<file path="src/sv/rpr_pkg.sv">
// Shared types, sizes and helper functions of the page replacement block.
// Depends on nothing; used by every module of the block.
`default_nettype none

package rpr_pkg;

    localparam int PROCESS_COUNT     = 4;
    localparam int PAGES_PER_PROCESS = 128;
    localparam int FRAME_COUNT       = 32;

    localparam int PROC_W     = 2;
    localparam int PAGE_W     = 7;
    localparam int FRM_W      = 5;
    localparam int IDX_W      = PROC_W + PAGE_W;
    localparam int TABLE_SIZE = PROCESS_COUNT * PAGES_PER_PROCESS;
    localparam int FILL_W     = $clog2(FRAME_COUNT + 1);
    localparam int CNT_W      = 32;

    localparam int IN_TDATA_W  = 16;
    localparam int IN_TUSER_W  = 1;
    localparam int OUT_TDATA_W = 104;
    localparam int OUT_TUSER_W = 2;

    localparam logic OP_READ  = 1'b0;
    localparam logic OP_WRITE = 1'b1;

    typedef logic [IDX_W-1:0]  t_idx;
    typedef logic [FRM_W-1:0]  t_frame;
    typedef logic [FILL_W-1:0] t_fill;
    typedef logic [CNT_W-1:0]  t_count;

    localparam t_count COUNT_MAX = '1;

    typedef struct packed {
        logic   is_write;
        t_idx   idx;
        t_frame victim;
    } t_req;

    typedef struct packed {
        t_frame frame;
        logic   valid;
        logic   dirty;
    } t_pte;

    typedef struct packed {
        logic clearing;
    } t_back_status;

    typedef enum logic [2:0] {
        ST_CLEAR,
        ST_READ,
        ST_LOOK,
        ST_EXEC,
        ST_EVICT
    } t_state;

    function automatic t_count sat_inc(input t_count v);
        sat_inc = (v == COUNT_MAX) ? v : v + t_count'(1);
    endfunction

endpackage

`default_nettype wire

</file>
<file path="src/sv/rpr_front.sv">
// Front end: accepts references, decodes them into requests and queues them.
// Depends on rpr_pkg; feeds rpr_back through a two-entry queue.
`default_nettype none

module rpr_front (
    input  wire logic                             i_clk,
    input  wire logic                             i_rst_n,
    input  wire logic                             i_s_axis_tvalid,
    output logic                                  o_s_axis_tready,
    input  wire logic [rpr_pkg::IN_TDATA_W-1:0]   i_s_axis_tdata,
    input  wire logic [rpr_pkg::IN_TUSER_W-1:0]   i_s_axis_tuser,
    input  wire rpr_pkg::t_back_status            i_status,
    output logic                                  o_req_valid,
    output rpr_pkg::t_req                         o_req,
    input  wire logic                             i_req_ready
);

    rpr_pkg::t_req r_q [0:1];
    logic          r_wptr;
    logic          r_rptr;
    logic [1:0]    r_cnt;

    rpr_pkg::t_req req_in;
    logic          push;
    logic          pop;

    always_comb begin
        req_in.is_write = (i_s_axis_tuser[0] == rpr_pkg::OP_WRITE);
        req_in.idx      = {i_s_axis_tdata[1:0], i_s_axis_tdata[8:2]};
        req_in.victim   = i_s_axis_tdata[13:9];
    end

    assign o_s_axis_tready = (r_cnt != 2'd2) && !i_status.clearing;
    assign push            = i_s_axis_tvalid && o_s_axis_tready;
    assign o_req_valid     = (r_cnt != 2'd0);
    assign pop             = o_req_valid && i_req_ready;
    assign o_req           = r_q[r_rptr];

    always_ff @(posedge i_clk) begin
        if (push) begin
            r_q[r_wptr] <= req_in;
        end
    end

    always_ff @(posedge i_clk) begin
        if (!i_rst_n) begin
            r_wptr <= 1'b0;
            r_rptr <= 1'b0;
            r_cnt  <= 2'd0;
        end else begin
            if (push) begin
                r_wptr <= !r_wptr;
            end
            if (pop) begin
                r_rptr <= !r_rptr;
            end
            r_cnt <= r_cnt + {1'b0, push} - {1'b0, pop};
        end
    end

endmodule

`default_nettype wire

</file>
<file path="config.mk">
export PLATFORM = sky130hd
export DESIGN_NAME = rpr_front
export DESIGN_NICKNAME = d
export VERILOG_FILES = /design/src/sv/rpr_pkg.sv /design/src/sv/rpr_front.sv
export SDC_FILE = /design/constraint.sdc
export NUM_CORES = 1
export LEC_CHECK = 0
export BUFFER_PORTS_ARGS = -buffer_cell sky130_fd_sc_hd__buf_2
export CAP_MARGIN = 20
export CORE_MARGIN = 2
export CORE_UTILIZATION = 53
export DETAILED_ROUTE_END_ITERATION = 10
export PLACE_DENSITY = 0.79
export SYNTH_ARGS = -nofsm -noshare
export SYNTH_HDL_FRONTEND = slang
export SYNTH_SLANG_ARGS = --single-unit
</file>
<file path="constraint.sdc">
create_clock -name i_clk -period 3.9 [get_ports i_clk]
set_input_delay 0.78 -clock i_clk [delete_from_list [all_inputs] [get_ports i_clk]]
set_output_delay 0.78 -clock i_clk [all_outputs]
set_load 0.02 [all_outputs]
</file>
### Word-level counts from Yosys, hierarchy flattened

Memories as Yosys holds them, arrays and structs flattened. A register that Yosys moved wholly into a read port is not among the register bits.
Cells that the tools add are included.

| cells by class | value |
|---|---|
| reduce and logical (&&, ||, !) cells | 7 |
| equality and inequality tests | 1 |
| multiplexer cells | 4 |
| add/subtract/negate cells | 2 |

Operators with widths:

| cell | number |
|---|---|
| 2-to-1 mux 1 bit | 4 |
| logical AND 1 bit | 3 |
| zero test 1 bit | 3 |
| adder 2 x 1 -> 2 bit | 1 |
| != test 2 bit, second input constant | 1 |
| nonzero test 2 bit | 1 |
| subtractor 2 x 1 -> 2 bit | 1 |

| word-level totals | value |
|---|---|
| flip-flop bits (word level) | 4 |
| memories | 1 |
| bits in writable memories | 30 |
| output and inout port bits | 17 |
| input port bits | 22 |

Memory list:

| name | words | bits a word | read ports | clocked after memory_dff | write ports | line | RTL |
|---|---|---|---|---|---|---|---|
| r_q | 2 | 15 | 1 | 1 | 1 | rpr_front.sv:18 | `rpr_pkg::t_req r_q [0:1];` |

### Logic depth before layout (Yosys ltp)

| logic depth | value |
|---|---|
| depth in word-level cells | 5 |
| depth in mapped cells | 9 |
| depth with buffers taken out | 9 |

### Least setup slack after synthesis

No wires, ideal clock.

| timing path | value |
|---|---|
| kind | input-to-reg |
| start | in i_status |
| end | reg r_cnt[1] |
| setup slack | 1.723 ns |
| library setup time | 0.078 ns |
| cell stages on the path | 8 |
| arrival time | 2.099 ns |
| cell sequence | nor2_1 > nand2_1 > ha_1 > inv_1 > ha_1 > xor2_1 > and2_1 > nor3_1 |

| on the way | value |
|---|---|
| cells in the longest elaborated chain, start to end | 5 |

RTL lines:

| item | line | RTL |
|---|---|---|
| from (decl) | rpr_front.sv:12 | `input wire rpr_pkg::t_back_status i_status,` |
| zero test 1 bit | rpr_front.sv:33 | `assign o_s_axis_tready = (r_cnt != 2'd2) && !i_status.clearing;` |
| logical AND 1 bit | rpr_front.sv:33 |  |
| logical AND 1 bit | rpr_front.sv:34 | `assign push = i_s_axis_tvalid && o_s_axis_tready;` |
| adder 2 x 1 -> 2 bit | rpr_front.sv:57 | `r_cnt <= r_cnt + {1'b0, push} - {1'b0, pop};` |
| subtractor 2 x 1 -> 2 bit | rpr_front.sv:57 |  |
| to (signal assigned) | rpr_front.sv:57 |  |
| to (decl) | rpr_front.sv:21 | `logic [1:0] r_cnt;` |

Every way passes these cells.
A chain may end at the register's enable or synchronous reset.

==> reports/metrics.csv <==
metric;value;unit
synthTopCellsByArea;edfxtp_1 (67%), mux2_1 (13%), dfxtp_1 (7.5%);
pwr-share-clk;0.218;
p_switching;287;uW
totalWireLength;1860;um
io-pin-count;39;
antenna_found_initial;0;
hold_buffers;0;
finalSetupViolations;0;
avgSynthCellArea;17.8;um^2
clkLatencyLatePin;0.32;ns
core;2430;um^2
drv_cap;0;
root_buffer;clkbuf_4;
antennaDiodeCount;0;
synth-seq-area-share;0.748;
required;3.12;ns
fillers;183;
synthFlopType;edfxtp_1;
postCtsSetupRepairBufs;0;
grt_pass1_vias;663;
worst_slack;1.50;ns
critPathLaunchType;register;
stdcell_count;147;
fin_area;1610;um^2
synthCells;75;
via_per_inst;4.98;
grt_pass1_wl;2640;um
setup_tns;0;ns
drive_above_1_share;0.402;
clock-sinks;35;
p_seq_frac;0.511;
critPathMaxFanout;15;
synth_edf_count;30;
dpl_cell_area;1540;um^2
cts_buffers;5;
synth_cell_types;21;
swShare;0.300;
cts.path.max_buffers;2;
final-max-slew-violation-count;0;
synth_seq_cells;35;
tritoncts;built;
critPathKind;reg -> out;
synth_top_area_cell;edfxtp_1;
netlist.area_leader.share;0.674;
place_congestion;0.617;
num_vias;732;
numPlacedInstances;139;
die-area;2940;um^2
cts.htree.levels;2;
synthArstFlopShare;0;
fin_nets;140;
dpl_worst_slack;1.67;ns
rsz0062_at_grt;false;
grt_util_all_layers;0.138;
slowest_delay;0.74;ns
start_util;0.550;
fin_skew;0.00674;ns
grt_max_degree;16;
timing.hold.ws;0.525;ns
cts_resized;0;
tightest_slew;0.671;ns
die_h;54.2;um
cp_slowest_cell;dfxtp_1;
hold_viol;0;
min_period_over_period;0.614;
wire_per_inst;12.7;um
crit_chain;mux2_1, buf_2;
combPwrFrac;0.271;
hold_path_class;reg -> reg;
syn_area;1340;um^2
drt_iter0_drc;4;
die_x;54.2;um
status;completed;
rows;18;
area_delta_synth_final;20.5;%
remaining_drc_errors;0;
fin_crit;2.40;ns
max_clock_freq;0.417;GHz
peakVddDrop;0.400;mV
drt_pass1_iterations;4;
relSlewSlack;0.553;
leakage;0.645;nW
final_antenna_net_count;0;
syn_nets;99;
synth.most_common_cell;edfxtp_1;
yosysWarnings;0;
end_kind;output pin;
crit_arrival;1.62;ns
dpl.hpwl;1340;um
p_int;672;uW
grt_overflow;0;
cts.clk_slew.worst_paths;0.09;ns
port_buffers;36;
cellPowerDensity;595;nW/um^2
synthTopCellsByCount;edfxtp_1 (30), mux2_1 (15), dfxtp_1 (5);
==> worst paths after layout <==
kind                               start        to  slack, ns  cells after the start
worst max register to register  r_cnt[1]  r_cnt[1]       2.16                      9
worst max-delay path            register  o_req[2]       1.50                      2
worst min-delay path              r_wptr    r_wptr       0.52                      2
worst min register to register    r_wptr    r_wptr       0.52                      2
==> routing by layer <==
layer  vias to the layer above  part of all wire  track usage
met4                         0                 0       0.0625
met2                        21              0.55        0.237
met5                         -                 0            0
met1                       347              0.39        0.132
li1                        364                 -            -
met3                         0             0.066       0.0820
==> cell families (layout without fill, tap and decap cells) <==
family                     count (synthesis)  count (layout)  share of synthesized area
DFF                                       35              35                      0.748
buffers and inverters                      5              47                     0.0178
and+or+nand+nor                           13              13                     0.0599
xor gates and xnor gates                   2               2                     0.0131
adders and majority gates                  2               2                     0.0187
AOI/OAI and AO/OA                          3               3                     0.0159
muxes                                     15              15                      0.126
==> registers in the layout (all words and copies together) (netlist names), named ones only <==
signal  cells
r_q        30
r_cnt       2
r_rptr      1
r_wptr      1
==> critical path, delay by kind of cell (launching register included) <==
kind,cells,cell delay [ns]
muxes,1,0.39
DFF,1,0.74
buffers and inverters,1,0.16
==> final cells by class <==
type                            instances  area (um^2)  area share
Clock buffer                            8         68.8      0.0427
Inverter                                3         11.3     0.00699
Multi-Input combinational cell         35          313       0.194
Sequential cell                        35         1000       0.621
Tap cell                               30         37.5      0.0233
Timing Repair Buffer                   36          180       0.112
==> placed cells by master, fill, tap and decap left out, types with 2 or more instances in the layout <==
cell type / instances
and2_1: 2
buf_2: 36
clkbuf_4: 5
clkbuf_8: 2
dfxtp_1: 5
edfxtp_1: 30
ha_1: 2
inv_1: 3
mux2_1: 15
nor2_1: 4
==> through the flow <==
stage / power [mW] / utilization
2_1_floorplan: 0.686 / -
3_3_place_gp: 0.753 / 0.634
3_5_place_dp: 0.764 / 0.634
4_1_cts: 0.978 / 0.663
5_1_grt: 1.02 / 0.663
6_report: 0.959 / 0.663
==> power by group through the flow <==
stage | logic [mW] | registers [mW] | clock network (mW)
after global placement | 0.254 | 0.499 | 0
after global routing | 0.283 | 0.497 | 0.236
after floorplan | 0.212 | 0.474 | 0
after CTS | 0.265 | 0.493 | 0.220
final | 0.260 | 0.491 | 0.209
after detailed placement | 0.263 | 0.501 | 0
No activity file was read; power rests on OpenSTA's default activity.
